[src/rtl/i2a_pkg.sv]
// Shared constants, types and helpers for the integer-to-ASCII formatter.
package i2a_pkg;

    localparam int VALUE_BITS = 32;
    localparam int CMD_W      = 2;
    localparam int CHAR_W     = 8;

    // ceil(VALUE_BITS * log10(2)) decimal digits, ceil(VALUE_BITS / 4) hex digits
    localparam int DEC_DIGITS = (VALUE_BITS * 30103 + 99999) / 100000;
    localparam int HEX_DIGITS = (VALUE_BITS + 3) / 4;
    localparam int DIG_W      = DEC_DIGITS * 4;
    localparam int HEX_SHIFT  = (DEC_DIGITS - HEX_DIGITS) * 4;
    localparam int BIT_CNT_W  = $clog2(VALUE_BITS + 1);
    localparam int DIG_CNT_W  = $clog2(DEC_DIGITS + 1);

    localparam logic [CHAR_W-1:0] CHAR_MINUS   = 8'h2D;
    localparam logic [CHAR_W-1:0] CHAR_ZERO    = 8'h30;
    localparam logic [CHAR_W-1:0] CHAR_LOWER_A = 8'h61;
    localparam logic [CHAR_W-1:0] CHAR_UPPER_A = 8'h41;

    typedef enum logic [CMD_W-1:0] {
        FMT_SDEC   = 2'd0,
        FMT_UDEC   = 2'd1,
        FMT_HEX_LO = 2'd2,
        FMT_HEX_UP = 2'd3
    } fmt_t;

    typedef enum logic [1:0] {
        CV_IDLE,
        CV_RUN,
        CV_FULL
    } conv_state_t;

    typedef enum logic [1:0] {
        EM_IDLE,
        EM_SKIP,
        EM_OUT
    } emit_state_t;

    // Converted digit set handed from converter to emitter
    typedef struct packed {
        logic [DIG_W-1:0] digits;
        logic             neg;
        logic             hex;
        logic             upper;
    } digits_t;

    function automatic logic [CHAR_W-1:0] nib_to_char(input logic [3:0] nib,
                                                      input logic upper);
        logic [CHAR_W-1:0] base;
        base = upper ? CHAR_UPPER_A : CHAR_LOWER_A;
        if (nib < 4'd10) begin
            return CHAR_ZERO + {4'd0, nib};
        end
        return base + {4'd0, nib} - 8'd10;
    endfunction

endpackage

[src/rtl/i2a_conv.sv]
// Sign handling and bit-serial binary-to-BCD (shift-add-3) converter; hex words bypass the conversion.
module i2a_conv (
    input  logic                              aclk,
    input  logic                              aresetn,
    input  logic                              in_valid,
    output logic                              in_ready,
    input  logic [i2a_pkg::CMD_W-1:0]         in_cmd,
    input  logic [i2a_pkg::VALUE_BITS-1:0]    in_value,
    output logic                              out_valid,
    input  logic                              out_take,
    output i2a_pkg::digits_t                  out_data
);

    localparam int VB = i2a_pkg::VALUE_BITS;
    localparam int DW = i2a_pkg::DIG_W;
    localparam int CW = i2a_pkg::BIT_CNT_W;

    i2a_pkg::conv_state_t state_reg, state_next;
    logic [VB-1:0] mag_reg, mag_next;
    logic [DW-1:0] bcd_reg, bcd_next;
    logic [CW-1:0] cnt_reg, cnt_next;
    logic          neg_reg, neg_next;
    logic          hex_reg, hex_next;
    logic          upper_reg, upper_next;

    i2a_pkg::fmt_t fmt;
    logic          in_neg;
    logic [VB-1:0] in_mag;
    logic [DW-1:0] bcd_adj;

    always_ff @(posedge aclk) begin
        if (!aresetn) begin
            state_reg <= i2a_pkg::CV_IDLE;
        end else begin
            state_reg <= state_next;
        end
    end

    always_ff @(posedge aclk) begin
        mag_reg   <= mag_next;
        bcd_reg   <= bcd_next;
        cnt_reg   <= cnt_next;
        neg_reg   <= neg_next;
        hex_reg   <= hex_next;
        upper_reg <= upper_next;
    end

    always_comb begin
        for (int i = 0; i < i2a_pkg::DEC_DIGITS; i++) begin
            if (bcd_reg[4*i +: 4] >= 4'd5) begin
                bcd_adj[4*i +: 4] = bcd_reg[4*i +: 4] + 4'd3;
            end else begin
                bcd_adj[4*i +: 4] = bcd_reg[4*i +: 4];
            end
        end
    end

    always_comb begin
        fmt    = i2a_pkg::fmt_t'(in_cmd);
        in_neg = (fmt == i2a_pkg::FMT_SDEC) && in_value[VB-1];
        in_mag = in_neg ? (~in_value + {{(VB-1){1'b0}}, 1'b1}) : in_value;

        state_next = state_reg;
        mag_next   = mag_reg;
        bcd_next   = bcd_reg;
        cnt_next   = cnt_reg;
        neg_next   = neg_reg;
        hex_next   = hex_reg;
        upper_next = upper_reg;
        in_ready   = 1'b0;
        out_valid  = 1'b0;

        case (state_reg)
            i2a_pkg::CV_IDLE: begin
                in_ready = 1'b1;
                if (in_valid) begin
                    neg_next   = in_neg;
                    hex_next   = (fmt == i2a_pkg::FMT_HEX_LO) || (fmt == i2a_pkg::FMT_HEX_UP);
                    upper_next = (fmt == i2a_pkg::FMT_HEX_UP);
                    mag_next   = in_mag;
                    cnt_next   = CW'(VB);
                    if ((fmt == i2a_pkg::FMT_HEX_LO) || (fmt == i2a_pkg::FMT_HEX_UP)) begin
                        bcd_next   = {{(DW-VB){1'b0}}, in_mag};
                        state_next = i2a_pkg::CV_FULL;
                    end else begin
                        bcd_next   = '0;
                        state_next = i2a_pkg::CV_RUN;
                    end
                end
            end
            i2a_pkg::CV_RUN: begin
                bcd_next = {bcd_adj[DW-2:0], mag_reg[VB-1]};
                mag_next = {mag_reg[VB-2:0], 1'b0};
                cnt_next = cnt_reg - CW'(1);
                if (cnt_reg == CW'(1)) begin
                    state_next = i2a_pkg::CV_FULL;
                end
            end
            i2a_pkg::CV_FULL: begin
                out_valid = 1'b1;
                if (out_take) begin
                    state_next = i2a_pkg::CV_IDLE;
                end
            end
            default: begin
                state_next = i2a_pkg::CV_IDLE;
            end
        endcase
    end

    assign out_data.digits = bcd_reg;
    assign out_data.neg    = neg_reg;
    assign out_data.hex    = hex_reg;
    assign out_data.upper  = upper_reg;

endmodule

[src/rtl/i2a_emit.sv]
// Digit emitter: leading-zero skip, one char per cycle to the output reg unless stalled.
module i2a_emit (
    input  logic                          aclk,
    input  logic                          aresetn,
    input  logic                          in_valid,
    output logic                          in_take,
    input  i2a_pkg::digits_t              in_data,
    output logic                          m_valid,
    input  logic                          m_ready,
    output logic [i2a_pkg::CHAR_W-1:0]    m_character,
    output logic                          m_last
);

    localparam int DW = i2a_pkg::DIG_W;
    localparam int NW = i2a_pkg::DIG_CNT_W;

    i2a_pkg::emit_state_t state_reg, state_next;
    logic [DW-1:0]              dig_reg, dig_next;
    logic [NW-1:0]              cnt_reg, cnt_next;
    logic                       neg_reg, neg_next;
    logic                       upper_reg, upper_next;
    logic                       m_valid_reg, m_valid_next;
    logic [i2a_pkg::CHAR_W-1:0] char_reg, char_next;
    logic                       last_reg, last_next;

    logic       out_free;
    logic [3:0] top_nib;

    always_ff @(posedge aclk) begin
        if (!aresetn) begin
            state_reg   <= i2a_pkg::EM_IDLE;
            m_valid_reg <= 1'b0;
            neg_reg     <= 1'b0;
        end else begin
            state_reg   <= state_next;
            m_valid_reg <= m_valid_next;
            neg_reg     <= neg_next;
        end
    end

    always_ff @(posedge aclk) begin
        dig_reg   <= dig_next;
        cnt_reg   <= cnt_next;
        upper_reg <= upper_next;
        char_reg  <= char_next;
        last_reg  <= last_next;
    end

    always_comb begin
        out_free = !m_valid_reg || m_ready;
        top_nib  = dig_reg[DW-1 -: 4];

        state_next   = state_reg;
        dig_next     = dig_reg;
        cnt_next     = cnt_reg;
        neg_next     = neg_reg;
        upper_next   = upper_reg;
        char_next    = char_reg;
        last_next    = last_reg;
        m_valid_next = m_valid_reg && !m_ready;
        in_take      = 1'b0;

        case (state_reg)
            i2a_pkg::EM_IDLE: begin
                if (in_valid) begin
                    in_take    = 1'b1;
                    neg_next   = in_data.neg;
                    upper_next = in_data.upper;
                    if (in_data.hex) begin
                        dig_next = in_data.digits << i2a_pkg::HEX_SHIFT;
                        cnt_next = NW'(i2a_pkg::HEX_DIGITS);
                    end else begin
                        dig_next = in_data.digits;
                        cnt_next = NW'(i2a_pkg::DEC_DIGITS);
                    end
                    state_next = i2a_pkg::EM_SKIP;
                end
            end
            i2a_pkg::EM_SKIP: begin
                if (neg_reg && out_free) begin
                    char_next    = i2a_pkg::CHAR_MINUS;
                    last_next    = 1'b0;
                    m_valid_next = 1'b1;
                    neg_next     = 1'b0;
                end
                if ((top_nib == 4'd0) && (cnt_reg > NW'(1))) begin
                    dig_next = {dig_reg[DW-5:0], 4'd0};
                    cnt_next = cnt_reg - NW'(1);
                end else if (!neg_reg) begin
                    state_next = i2a_pkg::EM_OUT;
                end
            end
            i2a_pkg::EM_OUT: begin
                if (out_free) begin
                    char_next    = i2a_pkg::nib_to_char(top_nib, upper_reg);
                    last_next    = (cnt_reg == NW'(1));
                    m_valid_next = 1'b1;
                    dig_next     = {dig_reg[DW-5:0], 4'd0};
                    cnt_next     = cnt_reg - NW'(1);
                    if (cnt_reg == NW'(1)) begin
                        state_next = i2a_pkg::EM_IDLE;
                    end
                end
            end
            default: begin
                state_next = i2a_pkg::EM_IDLE;
            end
        endcase
    end

    assign m_valid     = m_valid_reg;
    assign m_character = char_reg;
    assign m_last      = last_reg;

endmodule

[src/rtl/integer_to_ascii_formatter_core.sv]
// Top level of the integer-to-ASCII formatter: converter feeding the digit emitter.
//
//   channel  dir  handshake           payload
//   s_       in   s_valid / s_ready   s_cmd[1:0], s_value[31:0]
//   m_       out  m_valid / m_ready   m_character[7:0], m_last
//
// Converter: loads the word, then runs one shift-add-3 step per value bit for decimal, none for hex.
// Emitter: loads the digit set, skips each leading zero while sending any minus sign, then
// leaves the skip and outputs the remaining digits one by one.
// The converter takes the next word while the emitter still drains the last one.
// Reset: aresetn, synchronous, active low; clears both state machines and m_valid.
// m_ready low holds the output register, then the emitter, then the converter.
module integer_to_ascii_formatter_core (
    input  logic                              aclk,
    input  logic                              aresetn,
    input  logic                              s_valid,
    output logic                              s_ready,
    input  logic [i2a_pkg::CMD_W-1:0]         s_cmd,
    input  logic [i2a_pkg::VALUE_BITS-1:0]    s_value,
    output logic                              m_valid,
    input  logic                              m_ready,
    output logic [i2a_pkg::CHAR_W-1:0]        m_character,
    output logic                              m_last
);

    logic             dig_valid;
    logic             dig_take;
    i2a_pkg::digits_t dig_data;

    i2a_conv u_conv (
        .aclk      (aclk),
        .aresetn   (aresetn),
        .in_valid  (s_valid),
        .in_ready  (s_ready),
        .in_cmd    (s_cmd),
        .in_value  (s_value),
        .out_valid (dig_valid),
        .out_take  (dig_take),
        .out_data  (dig_data)
    );

    i2a_emit u_emit (
        .aclk        (aclk),
        .aresetn     (aresetn),
        .in_valid    (dig_valid),
        .in_take     (dig_take),
        .in_data     (dig_data),
        .m_valid     (m_valid),
        .m_ready     (m_ready),
        .m_character (m_character),
        .m_last      (m_last)
    );

endmodule

[config.mk]
export PLATFORM = sky130hd
export DESIGN_NAME = integer_to_ascii_formatter_core
export DESIGN_NICKNAME = d
export VERILOG_FILES = /design/src/rtl/i2a_pkg.sv /design/src/rtl/i2a_conv.sv /design/src/rtl/i2a_emit.sv /design/src/rtl/integer_to_ascii_formatter_core.sv
export SDC_FILE = /design/constraint.sdc
export NUM_CORES = 1
export LEC_CHECK = 0
export BUFFER_PORTS_ARGS = -buffer_cell sky130_fd_sc_hd__buf_2
export CAP_MARGIN = 20
export CORE_UTILIZATION = 55
export CTS_BUF_LIST = sky130_fd_sc_hd__clkbuf_2
export DETAILED_ROUTE_END_ITERATION = 7
export PLACE_DENSITY = 0.74
export SLEW_MARGIN = 0
export SYNTH_ARGS = -nofsm -noshare
export SYNTH_HDL_FRONTEND = slang
export SYNTH_HIERARCHICAL = 1
export SYNTH_SLANG_ARGS = --single-unit
[constraint.sdc]
create_clock -name aclk -period 6.5 [get_ports aclk]
set_input_delay 1.3 -clock aclk [delete_from_list [all_inputs] [get_ports aclk]]
set_output_delay 1.3 -clock aclk [all_outputs]
set_load 0.02 [all_outputs]
# [After elaboration in Yosys (flattened, before gate mapping)]
# Index checks and enable logic that the tools add are counted.
[word_totals] register_bits=141 in_bits=38 output_inout_bits=11 wordCells=146
[op_classes] addsub=16 n_lt_le_gt_ge=12 n_eq_ne=18 mux=60 n_bitwise=1 n_reduce_logical=24
[ops] cell="40-bit 2-to-1 mux" n=5
[ops] cell="40-bit one-hot mux with 3 select lines" n=1
[ops] cell="32-bit 2-to-1 mux" n=3
[ops] cell="40-bit one-hot mux with 2 select lines" n=1
[ops] cell="32-bit one-hot mux with 2 select lines" n=1
[ops] cell="4-bit 2-to-1 mux" n=12
[ops] cell="4-bit by 3-bit greater-or-equal comparator with 1-bit output (second input constant)" n=10
[ops] cell="4-bit by 2-bit adder with 4-bit output (second input constant)" n=9
[ops] cell="32-bit by 1-bit adder with 32-bit output (second input constant)" n=1
[ops] cell="8-bit 2-to-1 mux" n=4
[ops] cell="32-bit inverter" n=1
[ops] cell="2-bit 2-to-1 mux" n=10
[ops] cell="8-bit one-hot mux with 2 select lines" n=1
[ops] cell="1-bit 2-to-1 mux" n=12
[ops] cell="6-bit 2-to-1 mux" n=2
[ops] cell="2-bit one-hot mux with 3 select lines" n=2
[ops] cell="4-bit one-hot mux with 3 select lines" n=1
[ops] cell="6-bit one-hot mux with 2 select lines" n=1
[ops] cell="2-bit by 1-bit inequality test with 1-bit output (second input constant)" n=5
[ops] cell="2-bit inequality test (second input constant)" n=5
[ops] cell="3-bit AND reduction" n=3
[ops] cell="8-bit by 4-bit adder with 8-bit output" n=1
[ops] cell="2-bit == test (second input constant)" n=4
[ops] cell="8-bit by 4-bit subtractor with 8-bit output (second input constant)" n=1
[ops] cell="other kinds (21)" n=35

# [Longest topological paths before layout]
[depth] word_depth=7 ltp_mapped=8 depth_no_buf=7

# [Cells and area by module]
# The synthesis kept the hierarchy.
[modules_own_cells] module="i2a_conv" n_inst=1 cells_each=518 area_per_inst_um2=5068.6 seq_area_each_um2=2472.4
[modules_own_cells] module="i2a_emit" n_inst=1 cells_each=252 area_per_inst_um2=2931.6 seq_area_each_um2=1671.6

# [Worst setup path after synthesis]
# Ideal clock, no wire load.
[synth_timing] path_type="input port to flip-flop" startpoint="input port s_valid" endpoint="register u_conv.bcd_reg[0], enable pin" setup_ns=0.515 arrival_time_ns=4.599 required_ns=5.985 path_slack_ns=1.386 cell_stages=2 n_path_buf=0 path_cell_list="nor2_1 -> nor2_1"
[synth_via] elab_chain_cells=2
[synth_lines] element="start: declaration" line_no="integer_to_ascii_formatter_core.sv:16" text="input logic s_valid,"
[synth_lines] element="2-bit inequality test (no line)"
[synth_lines] element="2-bit AND reduction (no line)"
[synth_lines] element="end signal: assignment" line_no="i2a_conv.sv:41" text="bcd_reg <= bcd_next;"
[synth_lines] element="end: declaration" line_no="i2a_conv.sv:20" text="logic [DW-1:0] bcd_reg, bcd_next;"
# No other way between the ends.
# A chain may end at the register's enable or synchronous reset.

# [Worst setup path in the final report]
[layout_timing] startpoint="input port s_cmd[1] (netlist name)" endpoint="register u_conv.mag_reg[12], data pin"
[layout_via] elab_chain_cells=5
[layout_lines] element="start: declaration" line_no="integer_to_ascii_formatter_core.sv:18" text="input logic [i2a_pkg::CMD_W-1:0] s_cmd,"
[layout_lines] element="2-bit logical NOT" line_no="i2a_conv.sv:60" text="in_neg = (fmt == i2a_pkg::FMT_SDEC) && in_value[VB-1];"
[layout_lines] element="1-bit logical AND" line_no="i2a_conv.sv:60"
[layout_lines] element="32-bit 2-to-1 mux" line_no="i2a_conv.sv:61" text="in_mag = in_neg ? (~in_value + {{(VB-1){1'b0}}, 1'b1}) : in_value;"
[layout_lines] element="32-bit 2-to-1 mux" line_no="i2a_conv.sv:76" text="if (in_valid) begin"
[layout_lines] element="32-bit one-hot mux with 2 select lines" line_no="i2a_conv.sv:73" text="case (state_reg)"
[layout_lines] element="named net u_conv.mag_next[12]" line_no="i2a_conv.sv:19" text="logic [VB-1:0] mag_reg, mag_next;"
[layout_lines] element="end signal: assignment" line_no="i2a_conv.sv:40" text="mag_reg <= mag_next;"
[layout_lines] element="end: declaration" line_no="i2a_conv.sv:19"
# The timed path passes the listed nets, and every way through them passes these cells. The select of a mux whose other input is x is not followed.

==> results.yml <==
synth:
  synth_area_mm2: 0.00800
  mappedNetlistNets: 839
  ys.flop_type: "edfxtp_1"
  synth-edff-count: 134
  ys_seq_area_frac: 0.518
  synthCells: 770
  synth_top_area_cell: "edfxtp_1"
  synth.avg_cell_area_um2: 10.4
  synth_cell_types: 59
  synth_top_area_frac: 0.503
  async_reset_ff_frac: 0
  yosys-top-cells-area: "edfxtp_1, o21ai_0, ha_1, mux2i_1, xnor2_1"
  yosys_warnings: 6
  ys_ff_latch: 140
outcome:
  status: "finished clean"
setup_path:
  crit_start: "s_cmd[1]"
  critPathArrivalTime_ps: 3400
  crit_path_start_kind: "primary input"
  r2r.worst_path.cells: 5
  regToRegSetupSlack_ps: 4290
  crit_fanout: 37
  path_class: "in -> reg"
  required_ps: 6940
  cp-end-kind: "flop"
  r2r-end: "u_emit/dig_reg[31]$_DFFE_PP_"
  r2r-start: "u_emit/state_reg[0]$_SDFFE_PN0P_"
detailed_routing:
  drt_iter0_markers: 521
  firstDrtPassIters: 7
  vias_per_cell: 5.87
  drc: 0
  drtAntennaViolNets: 0
  vias: 5803
  wl_mm: 16.4
  avgRoutedWirePerCell_um: 16.6
grt:
  antenna_found_initial: 0
  grt_pass1_vias: 5371
  grt_use_total: 0.229
  grt-ovfl-total: 0
  grt_max_degree: 84
  grt_pass1_wl_mm: 26.5
power:
  leakagePower_nw: 3.19
  p_per_area_mw_per_mm2: 334
  peakVddDrop_mv: 0.157
layout:
  layout_commonest_cell: "edfxtp_1"
  area_growth_pct: 8.37
  n_fill_cell: 1132
  drive_gt1_frac: 0.131
  fin_util: 0.617
  final_cell_mix: "edfxtp_1, o21ai_0, nand2_1"
  finalNetCount: 864
  diodes: 0
timing:
  rsz0062_at_grt: "no"
  finClkSkew_ps: 30.1
  slew_headroom: 0.371
  finalMaxSlewViolations: 0
  setup_viol: 0
  post-route-min-period_ps: 2960
  hold_viol_final: 0
  worst_pin_slew_ps: 944
  period_share: 0.455
  setup_tns_ps: 0
  fmax_mhz: 338
clock_network:
  postCtsSetupRepairBufs: 0
  cts.path.max_buffers: 2
  clk_latency_ps: 700
  clockRootBuffer: "clkbuf_2"
  htree_levels: 4
  cts_tree: "done"
  cts_hold_buffers: 0
  cts_resized: 0
  clk_pin_slew_ps: 210
  cts_sinks: 140
  cts-buffers-inserted: 17
min_path:
  hold_path.class: "reg -> reg"
  hold_end: "u_emit/state_reg[0]$_SDFFE_PN0P_"
  holdCritStartpoint: "u_emit/state_reg[0]$_SDFFE_PN0P_"
  min_delay_path_depth: 2
die:
  core_mm2: 0.0140
  start_util: 0.570
  dieHeight_um: 123
  die-area_mm2: 0.0150
  io_pins: 49
  rows: 43
  die_w_um: 123
placed_design:
  io_buffers: 47
  dpl.hpwl_mm: 11.1
  place_congestion: 0.902
job:
  cap_violations: 0
[per-stage QoR]
stage                     std cells  setup slack (ps)  cell area (um2)  total power, W  hold WS (ps)
after floorplan                 770              1390             8000         0.00202           469
after global placement          956              2940             8320         0.00217           481
after detailed placement        956              2840             8320         0.00221           490
after CTS                       988              3640             8670         0.00291           518
after global routing            988              3480             8670         0.00307           546
final                           988              3540             8670         0.00290           519
[logic make-up (layout without fill, tap and decap cells)]
family                   count (synthesis)  in the layout  synth area share
adder cells (fa/ha/maj)                 31             31            0.0485
XOR/XNOR                                52             52            0.0569
AO/OA/AOI/OAI                          183            183             0.135
flip-flops                             140            140             0.518
other                                    1              1          0.000469
buffers and inverters                   82            120            0.0435
AND/OR/NAND/NOR                        244            244             0.151
multiplexers                            37             37            0.0465
[area by class of cell]
type                            instances  area (um2)  share of cell area
Sequential cell                       140        4140               0.478
Multi-Input combinational cell        548        3530               0.408
Timing Repair Buffer                   53         280              0.0323
Clock inverter                         15         269              0.0310
Tap cell                              180         225              0.0260
Inverter                               35         131              0.0152
Clock buffer                           17        85.1             0.00981
[critical path, cell delays in order]
cell and delay [ps]:
buf_2 480, nor2_1 140, nand2_1 580, inv_1 380, o21ai_0 200, xor2_1 190, a21oi_1 110
[synth_stat cells, drive strengths merged, types with 2 or more instances]
library cell,count
buf,16
clkbuf,31
nor2,58
and2,11
a22o,4
nor3b,12
or4,6
o22ai,2
nand2,81
nor2b,5
nand2b,12
nand3,35
a41oi,8
nor3,8
xnor2,35
o31ai,9
ha,31
dfxtp,6
o41ai,2
o21a,2
inv,35
a21oi,46
o21ai,92
mux2i,36
and3,3
nor4,9
a31oi,9
edfxtp,134
xor2,17
[layer usage]
metal	share of wire	vias up	routed length [um]	track usage
met5	0	-	0	0
met4	0.0071	0	117	0.0579
met3	0.061	13	1000	0.0488
met2	0.48	189	7870	0.365
met1	0.45	2780	7390	0.317
li1	-	2821	-	-
[worst max path at each step]
| stage | to |
|---|---|
| after floorplan | u_conv/bcd_reg[0]$_DFFE_PP_ |
| after global placement | u_conv/mag_reg[30]$_DFFE_PP_ |
| after detailed placement | u_conv/mag_reg[12]$_DFFE_PP_ |
| after CTS | u_conv/mag_reg[30]$_DFFE_PP_ |
| after global routing | u_conv/mag_reg[12]$_DFFE_PP_ |
| final | u_conv/mag_reg[12]$_DFFE_PP_ |
[report_power, final]
part | internal (W) | switching (W) | total, W | leakage [nW]
combinational | 0.000270 | 0.000474 | 0.000744 | 1.64
clock | 0.000368 | 0.000334 | 0.000703 | 0.191
sequential | 0.00132 | 0.000132 | 0.00145 | 1.36
(Power assumes the default switching activity.)
